`src/rtl/pbrm_pkg.sv`:
```
// Shared types, codes and constants for the packet buffer ring manager.
// Used by pbrm_ctrl, pbrm_dpath and packet_buffer_ring_manager; no dependencies.
package pbrm_pkg;

  // Buffer count; BUF_W and LEVEL_W below are fixed, not derived from it
  localparam int NUM_BUFS = 64;

  // Default sizing
  localparam int DEF_RX_SLOTS  = 64;
  localparam int DEF_TX_SLOTS  = 64;
  localparam int DEF_BUF_BYTES = 2048;

  // Field widths
  localparam int REQ_W   = 2;
  localparam int LEN_W   = 12;
  localparam int BUF_W   = 6;
  localparam int STAT_W  = 3;
  localparam int LEVEL_W = 7;

  // Stream widths
  localparam int S_TDATA_W = 24;
  localparam int S_TUSER_W = 3;
  localparam int M_TDATA_W = 32;
  localparam int M_TUSER_W = 3;

  // Header bytes added to receive lengths
  localparam int RX_HDR_ADJ = 14;

  typedef enum logic [REQ_W-1:0] {
    REQ_ENQ  = 2'd0,
    REQ_DEQ  = 2'd1,
    REQ_FREE = 2'd2
  } pbrm_req_t;

  typedef enum logic [STAT_W-1:0] {
    ST_OK       = 3'd0,
    ST_NOBUF    = 3'd1,
    ST_FULL     = 3'd2,
    ST_EMPTY    = 3'd3,
    ST_LONG     = 3'd4,
    ST_FREE_OVF = 3'd5
  } pbrm_status_t;

  typedef enum logic {
    S_IDLE = 1'b0,
    S_EXEC = 1'b1
  } pbrm_state_t;

  // Controller to datapath
  typedef struct packed {
    logic load;    // capture the incoming request beat
    logic commit;  // apply the request and load the result register
  } pbrm_cmd_t;

  // Datapath to controller
  typedef struct packed {
    logic out_busy;  // result register holds a beat not yet taken
  } pbrm_sts_t;

endpackage

```
`src/rtl/pbrm_ctrl.sv`:
```
// Request sequencer for the packet buffer ring manager.
// Depends on pbrm_pkg for state, command and status types.
module pbrm_ctrl (
  input  logic                 clk,
  input  logic                 rst,
  input  logic                 s_tvalid,
  output logic                 s_tready,
  input  pbrm_pkg::pbrm_sts_t  sts,
  output pbrm_pkg::pbrm_cmd_t  cmd
);

  pbrm_pkg::pbrm_state_t state, state_next;

  // State register
  always_ff @(posedge clk) begin
    if (rst) begin
      state <= pbrm_pkg::S_IDLE;
    end else begin
      state <= state_next;
    end
  end

  // Next state: take a request, then commit once the result slot is free
  always_comb begin
    state_next = state;
    case (state)
      pbrm_pkg::S_IDLE: begin
        if (s_tvalid) state_next = pbrm_pkg::S_EXEC;
      end
      pbrm_pkg::S_EXEC: begin
        if (!sts.out_busy) state_next = pbrm_pkg::S_IDLE;
      end
      default: state_next = pbrm_pkg::S_IDLE;
    endcase
  end

  // Outputs
  always_comb begin
    s_tready   = 1'b0;
    cmd.load   = 1'b0;
    cmd.commit = 1'b0;
    case (state)
      pbrm_pkg::S_IDLE: begin
        s_tready = 1'b1;
        cmd.load = s_tvalid;
      end
      pbrm_pkg::S_EXEC: begin
        cmd.commit = !sts.out_busy;
      end
      default: ;
    endcase
  end

  // One request in flight at a time
  a_one_in_flight: assert property (@(posedge clk) disable iff (rst)
    (s_tvalid && s_tready) |=> !s_tready)
    else $error("second request taken before commit");

  a_commit_after_load: assert property (@(posedge clk) disable iff (rst)
    cmd.commit |-> ($past(cmd.load) || $past(state) == pbrm_pkg::S_EXEC))
    else $error("commit without a captured request");

endmodule

```
`src/rtl/pbrm_dpath.sv`:
```
// Datapath: free stack, descriptor rings, checks and result register.
// Depends on pbrm_pkg; driven by pbrm_ctrl through pbrm_cmd_t.
module pbrm_dpath #(
  parameter int RX_SLOTS  = pbrm_pkg::DEF_RX_SLOTS,
  parameter int TX_SLOTS  = pbrm_pkg::DEF_TX_SLOTS,
  parameter int BUF_BYTES = pbrm_pkg::DEF_BUF_BYTES
) (
  input  logic                            clk,
  input  logic                            rst,
  input  pbrm_pkg::pbrm_cmd_t             cmd,
  output pbrm_pkg::pbrm_sts_t             sts,
  input  logic [pbrm_pkg::S_TDATA_W-1:0]  s_tdata,
  input  logic [pbrm_pkg::S_TUSER_W-1:0]  s_tuser,
  output logic                            m_tvalid,
  input  logic                            m_tready,
  output logic [pbrm_pkg::M_TDATA_W-1:0]  m_tdata,
  output logic [pbrm_pkg::M_TUSER_W-1:0]  m_tuser
);

  localparam int NUM_BUFS = pbrm_pkg::NUM_BUFS;
  localparam int BW    = $clog2(NUM_BUFS);
  localparam int TW    = $clog2(NUM_BUFS + 1);
  localparam int RX_AW = $clog2(RX_SLOTS);
  localparam int TX_AW = $clog2(TX_SLOTS);
  localparam int LEN_W = pbrm_pkg::LEN_W;
  localparam int DW    = LEN_W + BW;
  localparam int ADJ_W = LEN_W + 1;

  // Captured request
  logic [pbrm_pkg::REQ_W-1:0] req_q;
  logic                       sel_q;
  logic [LEN_W-1:0]           plen_q;
  logic [pbrm_pkg::BUF_W-1:0] bin_q;

  // Free stack state; mark is the lowest top reached, entries below it never written
  logic [TW-1:0] top, top_next, top_m1, mark;
  logic [BW-1:0] stack_mem [NUM_BUFS];
  logic [BW-1:0] stack_rd;
  logic [BW-1:0] pop_buf;

  // Rings
  logic [RX_AW-1:0] rx_prod, rx_cons, rx_prod_inc, rx_cons_inc;
  logic [TX_AW-1:0] tx_prod, tx_cons, tx_prod_inc, tx_cons_inc;
  logic [DW-1:0]    rx_mem [RX_SLOTS];
  logic [DW-1:0]    tx_mem [TX_SLOTS];
  logic [DW-1:0]    rx_rd, tx_rd, deq_desc;

  // Checks and result
  logic [ADJ_W-1:0]           adj_len;
  logic                       too_long, ring_full, ring_empty, bin_bad;
  logic                       do_enq, do_deq, do_push;
  pbrm_pkg::pbrm_status_t     res_status;
  logic [pbrm_pkg::BUF_W-1:0] res_buf;
  logic [LEN_W-1:0]           res_len;

  // Result register
  logic [pbrm_pkg::STAT_W-1:0]  out_status;
  logic [pbrm_pkg::BUF_W-1:0]   out_buf;
  logic [LEN_W-1:0]             out_len;
  logic [pbrm_pkg::LEVEL_W-1:0] out_level;

  // Capture request beat
  always_ff @(posedge clk) begin
    if (cmd.load) begin
      req_q  <= s_tuser[1:0];
      sel_q  <= s_tuser[2];
      plen_q <= s_tdata[LEN_W-1:0];
      bin_q  <= s_tdata[LEN_W +: pbrm_pkg::BUF_W];
    end
  end

  // Pointer arithmetic
  assign top_m1      = top - 1'b1;
  assign rx_prod_inc = (rx_prod == RX_AW'(RX_SLOTS - 1)) ? '0 : rx_prod + 1'b1;
  assign rx_cons_inc = (rx_cons == RX_AW'(RX_SLOTS - 1)) ? '0 : rx_cons + 1'b1;
  assign tx_prod_inc = (tx_prod == TX_AW'(TX_SLOTS - 1)) ? '0 : tx_prod + 1'b1;
  assign tx_cons_inc = (tx_cons == TX_AW'(TX_SLOTS - 1)) ? '0 : tx_cons + 1'b1;

  // Condition checks
  assign adj_len    = sel_q ? {1'b0, plen_q}
                            : {1'b0, plen_q} + ADJ_W'(pbrm_pkg::RX_HDR_ADJ);
  assign too_long   = 32'(adj_len) > 32'(BUF_BYTES);
  assign ring_full  = sel_q ? (tx_prod_inc == tx_cons) : (rx_prod_inc == rx_cons);
  assign ring_empty = sel_q ? (tx_cons == tx_prod) : (rx_cons == rx_prod);
  assign bin_bad    = 32'(bin_q) >= 32'(NUM_BUFS);
  assign deq_desc   = sel_q ? tx_rd : rx_rd;
  // Slots below the mark are never written; their index is used in place of the read
  assign pop_buf    = (top <= mark) ? top_m1[BW-1:0] : stack_rd;

  // Decide outcome
  always_comb begin
    res_status = pbrm_pkg::ST_OK;
    res_buf    = '0;
    res_len    = '0;
    do_enq     = 1'b0;
    do_deq     = 1'b0;
    do_push    = 1'b0;
    case (req_q)
      pbrm_pkg::REQ_ENQ: begin
        if (too_long) begin
          res_status = pbrm_pkg::ST_LONG;
        end else if (top == '0) begin
          res_status = pbrm_pkg::ST_NOBUF;
        end else if (ring_full) begin
          res_status = pbrm_pkg::ST_FULL;
        end else begin
          do_enq  = 1'b1;
          res_buf = pbrm_pkg::BUF_W'(pop_buf);
          res_len = adj_len[LEN_W-1:0];
        end
      end
      pbrm_pkg::REQ_DEQ: begin
        if (ring_empty) begin
          res_status = pbrm_pkg::ST_EMPTY;
        end else begin
          do_deq  = 1'b1;
          res_buf = pbrm_pkg::BUF_W'(deq_desc[BW-1:0]);
          res_len = deq_desc[DW-1:BW];
        end
      end
      pbrm_pkg::REQ_FREE: begin
        if (top == TW'(NUM_BUFS) || bin_bad) begin
          res_status = pbrm_pkg::ST_FREE_OVF;
        end else begin
          do_push = 1'b1;
          res_buf = bin_q;
        end
      end
      default: ;
    endcase
  end

  assign top_next = do_enq ? top_m1 : (do_push ? top + 1'b1 : top);

  // Commit control state
  always_ff @(posedge clk) begin
    if (rst) begin
      top     <= TW'(NUM_BUFS);
      mark    <= TW'(NUM_BUFS);
      rx_prod <= '0;
      rx_cons <= '0;
      tx_prod <= '0;
      tx_cons <= '0;
    end else if (cmd.commit) begin
      top <= top_next;
      if (do_enq && top_m1 < mark) mark <= top_m1;
      if (do_enq && !sel_q) rx_prod <= rx_prod_inc;
      if (do_enq &&  sel_q) tx_prod <= tx_prod_inc;
      if (do_deq && !sel_q) rx_cons <= rx_cons_inc;
      if (do_deq &&  sel_q) tx_cons <= tx_cons_inc;
    end
  end

  // Free stack memory: read the top entry every cycle, push on commit
  always_ff @(posedge clk) begin
    stack_rd <= stack_mem[top_m1[BW-1:0]];
    if (cmd.commit && do_push) stack_mem[top[BW-1:0]] <= BW'(bin_q);
  end

  // Receive ring memory: read at consumer, write at producer
  always_ff @(posedge clk) begin
    rx_rd <= rx_mem[rx_cons];
    if (cmd.commit && do_enq && !sel_q) rx_mem[rx_prod] <= {adj_len[LEN_W-1:0], pop_buf};
  end

  // Transmit ring memory
  always_ff @(posedge clk) begin
    tx_rd <= tx_mem[tx_cons];
    if (cmd.commit && do_enq && sel_q) tx_mem[tx_prod] <= {adj_len[LEN_W-1:0], pop_buf};
  end

  // Result payload
  always_ff @(posedge clk) begin
    if (cmd.commit) begin
      out_status <= res_status;
      out_buf    <= res_buf;
      out_len    <= res_len;
      out_level  <= pbrm_pkg::LEVEL_W'(top_next);
    end
  end

  // Result valid: set on commit, drop when taken
  always_ff @(posedge clk) begin
    if (rst) begin
      m_tvalid <= 1'b0;
    end else if (cmd.commit) begin
      m_tvalid <= 1'b1;
    end else if (m_tready) begin
      m_tvalid <= 1'b0;
    end
  end

  assign sts.out_busy = m_tvalid && !m_tready;
  assign m_tuser      = out_status;
  assign m_tdata      = {{(pbrm_pkg::M_TDATA_W - pbrm_pkg::LEVEL_W - LEN_W
                           - pbrm_pkg::BUF_W){1'b0}}, out_level, out_len, out_buf};

  a_mark_below_top: assert property (@(posedge clk) disable iff (rst)
    mark <= top && top <= TW'(NUM_BUFS))
    else $error("free stack mark or top out of range");

  a_commit_slot_free: assert property (@(posedge clk) disable iff (rst)
    cmd.commit |-> !(m_tvalid && !m_tready))
    else $error("commit over an untaken result");

  a_commit_valid: assert property (@(posedge clk) disable iff (rst)
    cmd.commit |=> m_tvalid)
    else $error("committed result not presented");

  a_pop_moves_top: assert property (@(posedge clk) disable iff (rst)
    (cmd.commit && do_enq) |=> top == $past(top_m1))
    else $error("enqueue did not pop the free stack");

endmodule

```
`src/rtl/packet_buffer_ring_manager.sv`:
```
// Packet buffer manager: LIFO free stack plus receive and transmit descriptor rings.
// Path: an accepted request beat is captured, then committed into the result register.
// One request at a time; a new one is taken only after the last commits, and the commit
// uses the registered reads of the stack and ring memories and waits while a result is untaken.
// Reset: synchronous rst empties both rings, marks all buffers free, drops m_tvalid.
// Memories need no clearing; requests are taken in the first cycle after reset.
module packet_buffer_ring_manager #(
  parameter int RX_SLOTS  = pbrm_pkg::DEF_RX_SLOTS,
  parameter int TX_SLOTS  = pbrm_pkg::DEF_TX_SLOTS,
  parameter int BUF_BYTES = pbrm_pkg::DEF_BUF_BYTES
) (
  input  logic                            clk,
  input  logic                            rst,
  input  logic                            s_tvalid,
  output logic                            s_tready,
  input  logic [pbrm_pkg::S_TDATA_W-1:0]  s_tdata,   // pkt_len[11:0], buf_in[17:12], zero
  input  logic [pbrm_pkg::S_TUSER_W-1:0]  s_tuser,   // req_type[1:0], ring_sel[2]
  output logic                            m_tvalid,
  input  logic                            m_tready,
  output logic [pbrm_pkg::M_TDATA_W-1:0]  m_tdata,   // buf_out[5:0], len_out[17:6],
                                                     // free_level[24:18], zero
  output logic [pbrm_pkg::M_TUSER_W-1:0]  m_tuser    // status[2:0]
);

  pbrm_pkg::pbrm_cmd_t cmd;
  pbrm_pkg::pbrm_sts_t sts;

  pbrm_ctrl u_ctrl (
    .clk      (clk),
    .rst      (rst),
    .s_tvalid (s_tvalid),
    .s_tready (s_tready),
    .sts      (sts),
    .cmd      (cmd)
  );

  pbrm_dpath #(
    .RX_SLOTS  (RX_SLOTS),
    .TX_SLOTS  (TX_SLOTS),
    .BUF_BYTES (BUF_BYTES)
  ) u_dpath (
    .clk      (clk),
    .rst      (rst),
    .cmd      (cmd),
    .sts      (sts),
    .s_tdata  (s_tdata),
    .s_tuser  (s_tuser),
    .m_tvalid (m_tvalid),
    .m_tready (m_tready),
    .m_tdata  (m_tdata),
    .m_tuser  (m_tuser)
  );

endmodule
```
`config.mk`:
```
export PLATFORM = sky130hd
export DESIGN_NAME = packet_buffer_ring_manager
export DESIGN_NICKNAME = d
export VERILOG_FILES = /design/src/rtl/pbrm_pkg.sv /design/src/rtl/pbrm_ctrl.sv /design/src/rtl/pbrm_dpath.sv /design/src/rtl/packet_buffer_ring_manager.sv
export SDC_FILE = /design/constraint.sdc
export NUM_CORES = 2
export LEC_CHECK = 0
export BUFFER_PORTS_ARGS = -buffer_cell sky130_fd_sc_hd__buf_2
export CELL_PAD_IN_SITES_DETAIL_PLACEMENT = 0
export CELL_PAD_IN_SITES_GLOBAL_PLACEMENT = 1
export CORE_UTILIZATION = 45
export DETAILED_ROUTE_END_ITERATION = 10
export PLACE_DENSITY_LB_ADDON = 0.2
export SETUP_SLACK_MARGIN = 0.05
export SYNTH_ARGS = -nofsm -noshare
export SYNTH_HDL_FRONTEND = slang
export SYNTH_SLANG_ARGS = --single-unit
```
`constraint.sdc`:
```
create_clock -name clk -period 6.2 [get_ports clk]
set_input_delay 1.24 -clock clk [delete_from_list [all_inputs] [get_ports clk]]
set_output_delay 1.24 -clock clk [all_outputs]
set_load 0.05 [all_outputs]
```
==> impl_metrics.yaml <==
routing:
  routed_wl_um: 268900
  drt-initial-drc-count: 5200
  dr_total_vias: 50354
  dr.pass1.iters: 5
  detail-route-antenna-nets: 0
  drc_errors: 0
  viasPerCell: 5.952
  wl_per_cell_um: 31.79
pwr:
  leakagePower_nw: 37.31
  finalPower_mw: 43.25
  pwr_density_cell_nw_per_um2: 347.4
  peakVddDrop_mv: 0.2856
worst_setup_path:
  critical_path.slowest_cell: "and2_1"
  cpPeakStageDelay_ps: 850
  crit_buf_inv: 2
  critPathKind: "flop to flop"
  r2r_end: "u_dpath.rx_mem[44][9]"
  reg2reg_slack_ps: 1130
  path_delay_family: "simple AND/OR/NAND/NOR gates"
  arrival_ps: 5650
  setup.worst_path.start_class: "flop"
  worstRegToRegCells: 9
  endpoint: "u_dpath.rx_mem[44][9]"
  cp_num_cells: 9
  worstReg2RegStart: "u_dpath.sel_q"
  endpoint_kind: "flop"
  path_cells: "and2b_1 > nand2_1 > xor2_1 > inv_4 > o41ai_4 > and2_1 > nand3_1 > nor2_2 > buf_4"
  cp.required_ps: 6780
  crit_start: "u_dpath.sel_q"
  crit_fanout: 50
global_routing:
  grt_max_degree: 152
  grt_overflow_total: 0
  antenna_found_initial: 13
  grtUsageTotal_pct: 22.14
  grt_pass1_vias: 51230
  grt_pass1_wl_um: 383700
synthesis:
  synth_edf_count: 2737
  ys_warn_count: 0
  synth_top_area_share_pct: 75.28
  postSynthAreaPerCell_um2: 23.06
  synth.cell_area_um2: 109200
  async_reset_ff_share_pct: 0
  synth_top_area_cell: "edfxtp_1"
  ys.flop_type: "edfxtp_1"
  ys_ff_latch: 2819
  synth.yosys.seq_area_share_pct: 76.78
  syn_inst: 4735
  yosysUniqueCellTypes: 70
  synthTopCellsByArea: "edfxtp_1 75%, mux4_2 18%, dfxtp_1 1.5%"
clock_network:
  insertion_delay_ps: 950
  cts.sinks: 2819
  h-tree-depth: 5
  cts_root_buffer: "clkbuf_16"
  ctsResizeCount: 0
  cts_inserted_buffers: 311
  cts.clk_slew.worst_paths_ps: 60
  cts_setup_buffers: 0
  cts_tree: "yes"
  cts_max_path_buffers: 4
  cts_hold_buf: 0
floorplanning:
  die_area_um2: 244600
  fp.dieW_um: 494.6
  die_h_um: 494.6
  coreArea_um2: 240800
  num_rows: 180
  start_util_pct: 45.35
  io_pins: 68
run_status:
  status: "completed"
final_layout:
  fillers: 18501
  area.growth.synth_to_final_pct: 14.03
  layout-drive-gt1-share_pct: 32.99
  nets: 5094
  stdcell_area_um2: 124500
sta:
  min_period_ps: 5070
  final.period_utilization_pct: 81.77
  hold_violations: 0
  rsz0062_at_grt: "false"
  clock.fmax_mhz: 197.2
  setup_violations: 0
  relSlewSlack_pct: 7.144
  slew_violations: 0
  tns_ps: 0
  worst_clock_skew_ps: 77.74
  worstMarginPinSlew_ps: 1393
placed_design:
  finalWeightedCongestion: 0.8067
  port_buffers: 54
  hpwl_um: 154000
  placed_cell_area_um2: 114800
hold_path:
  holdPathStages: 1
  hp-class: "primary input to flop"
run:
  maxCapViolations: 0
==> worst min path at each step <==
stage / slack, ps / from / to
final: 490 / s_tdata[13] / u_dpath.bin_q[1]
after global routing: 450 / s_tdata[13] / u_dpath.bin_q[1]
after global placement: 500 / u_dpath.m_tvalid / u_dpath.m_tvalid
after detailed placement: 490 / u_dpath.m_tvalid / u_dpath.m_tvalid
after floorplan: 480 / u_dpath.mark[0] / u_dpath.mark[0]
after CTS: 440 / s_tdata[13] / u_dpath.bin_q[1]
==> cell usage in the layout (no fill, tap or decap), types with 6 or more instances in the layout <==
cell	n
mux2i_1	23
xor2_1	23
or2_2	6
nand2_1	66
dfxtp_4	9
edfxtp_1	2737
nor2_2	82
nand2b_1	13
o31ai_1	6
mux4_2	876
mux2_2	7
a21oi_1	30
buf_12	8
buf_4	209
a31oi_1	10
inv_1	24
diode_2	6
and3_1	15
nor3_1	33
dfxtp_1	70
xnor2_1	16
clkbuf_16	318
nand3b_1	6
o2bb2ai_1	9
nand3_1	35
nor2b_1	11
nor4_1	7
bufinv_16	29
or3_1	8
ha_1	20
o21ai_0	17
clkinv_2	39
buf_2	54
clkbuf_1	78
nor2_1	115
clkinv_1	61
nor4_2	47
nand4_1	32
conb_1	7
==> area by class of cell <==
cell class / count / area, um2 / area share (%)
flip-flops and latches: 2819 / 83870 / 67.36
multi-input cells: 1607 / 24770 / 19.89
clock buffers: 399 / 8292 / 6.660
well taps: 3185 / 3985 / 3.201
repair buffers: 271 / 1999 / 1.606
clock inverters: 141 / 1441 / 1.158
inverters: 32 / 132.6 / 0.1065
diodes: 6 / 15.01 / 0.01206
==> stage by stage <==
| stage | hold slack, ps | setup slack [ps] | util [%] | std cells |
|---|---|---|---|---|
| floorplan | 475.6 | 476.6 | - | 4741 |
| global route | 449.5 | 814.4 | 51.71 | 8455 |
| CTS | 436.0 | 1088 | 51.71 | 8454 |
| detailed placement | 492.9 | 1116 | 47.66 | 7914 |
| global placement | 498.5 | 1221 | 47.66 | 7914 |
| finish | 493.7 | 1130 | 51.71 | 8460 |
==> metal layers <==
metal  up-vias  part of all wire, %  global-route usage, %
li1      20830                    -                      -
met1     27520                   43                  32.16
met2      1619                   49                  35.52
met3       383                  5.5                  2.928
met4         2                  2.5                  5.880
met5         -               0.0048                      0
==> synthesized netlist by cell type (3+ instances only) <==
master and instances:
nand3_1 35, nor4_1 54, mux2_2 11, nand2_1 66
nand2b_1 13, nand3b_1 6, and3_1 15, ha_1 21
a21o_1 4, or2_2 6, o2111ai_1 3, mux4_2 876
o31ai_1 6, o211ai_1 3, buf_6 4, o2bb2ai_1 9
edfxtp_1 2737, a221o_1 4, o21ai_0 17, o41ai_1 3
dfxtp_1 82, mux2i_1 24, nor3_1 33, and2_1 5
buf_1 85, buf_4 9, nor2b_1 12, a31oi_1 10
o22ai_1 4, or3_1 8, inv_1 29, xor2_1 26
o21a_1 4, a21oi_1 30, nor2_1 197, buf_2 19
clkinv_1 3, clkbuf_1 166, nor3b_1 4, nand4_1 32
xnor2_1 21
==> cells by family after synthesis <==
| group | Yosys count | synth area share, % |
|---|---|---|
| buffers and inverters | 315 | 1.163 |
| AOI/OAI and AO/OA | 118 | 0.7564 |
| other | 1 | 0.003435 |
| muxes | 912 | 18.42 |
| adders and majority gates | 21 | 0.2407 |
| DFF | 2819 | 76.78 |
| xor gates and xnor gates | 48 | 0.3919 |
| and+or+nand+nor | 501 | 2.244 |
==> state kept, by name, indices dropped and copies added (netlist names), 2 cells and up <==
register           flops
u_dpath.mark           7
u_dpath.req_q          2
u_dpath.out_buf        6
u_dpath.out_level      7
u_dpath.stack_rd       6
u_dpath.bin_q          6
u_dpath.tx_prod        6
u_dpath.rx_cons        6
u_dpath.tx_mem      1152
u_dpath.rx_prod        6
u_dpath.tx_cons        6
u_dpath.plen_q        12
u_dpath.m_tuser        3
u_dpath.tx_rd         18
u_dpath.rx_mem      1152
u_dpath.top            7
u_dpath.stack_mem    384
u_dpath.out_len       12
u_dpath.rx_rd         18
==> where the power goes <==
part / internal (mW) / switching [mW]
Clock: 10.6 / 7.21
Sequential: 22.2 / 0.0577
Combinational: 0.700 / 2.44
Total: 33.5 / 9.71
Note: power is estimated with default switching activity, not from simulation.
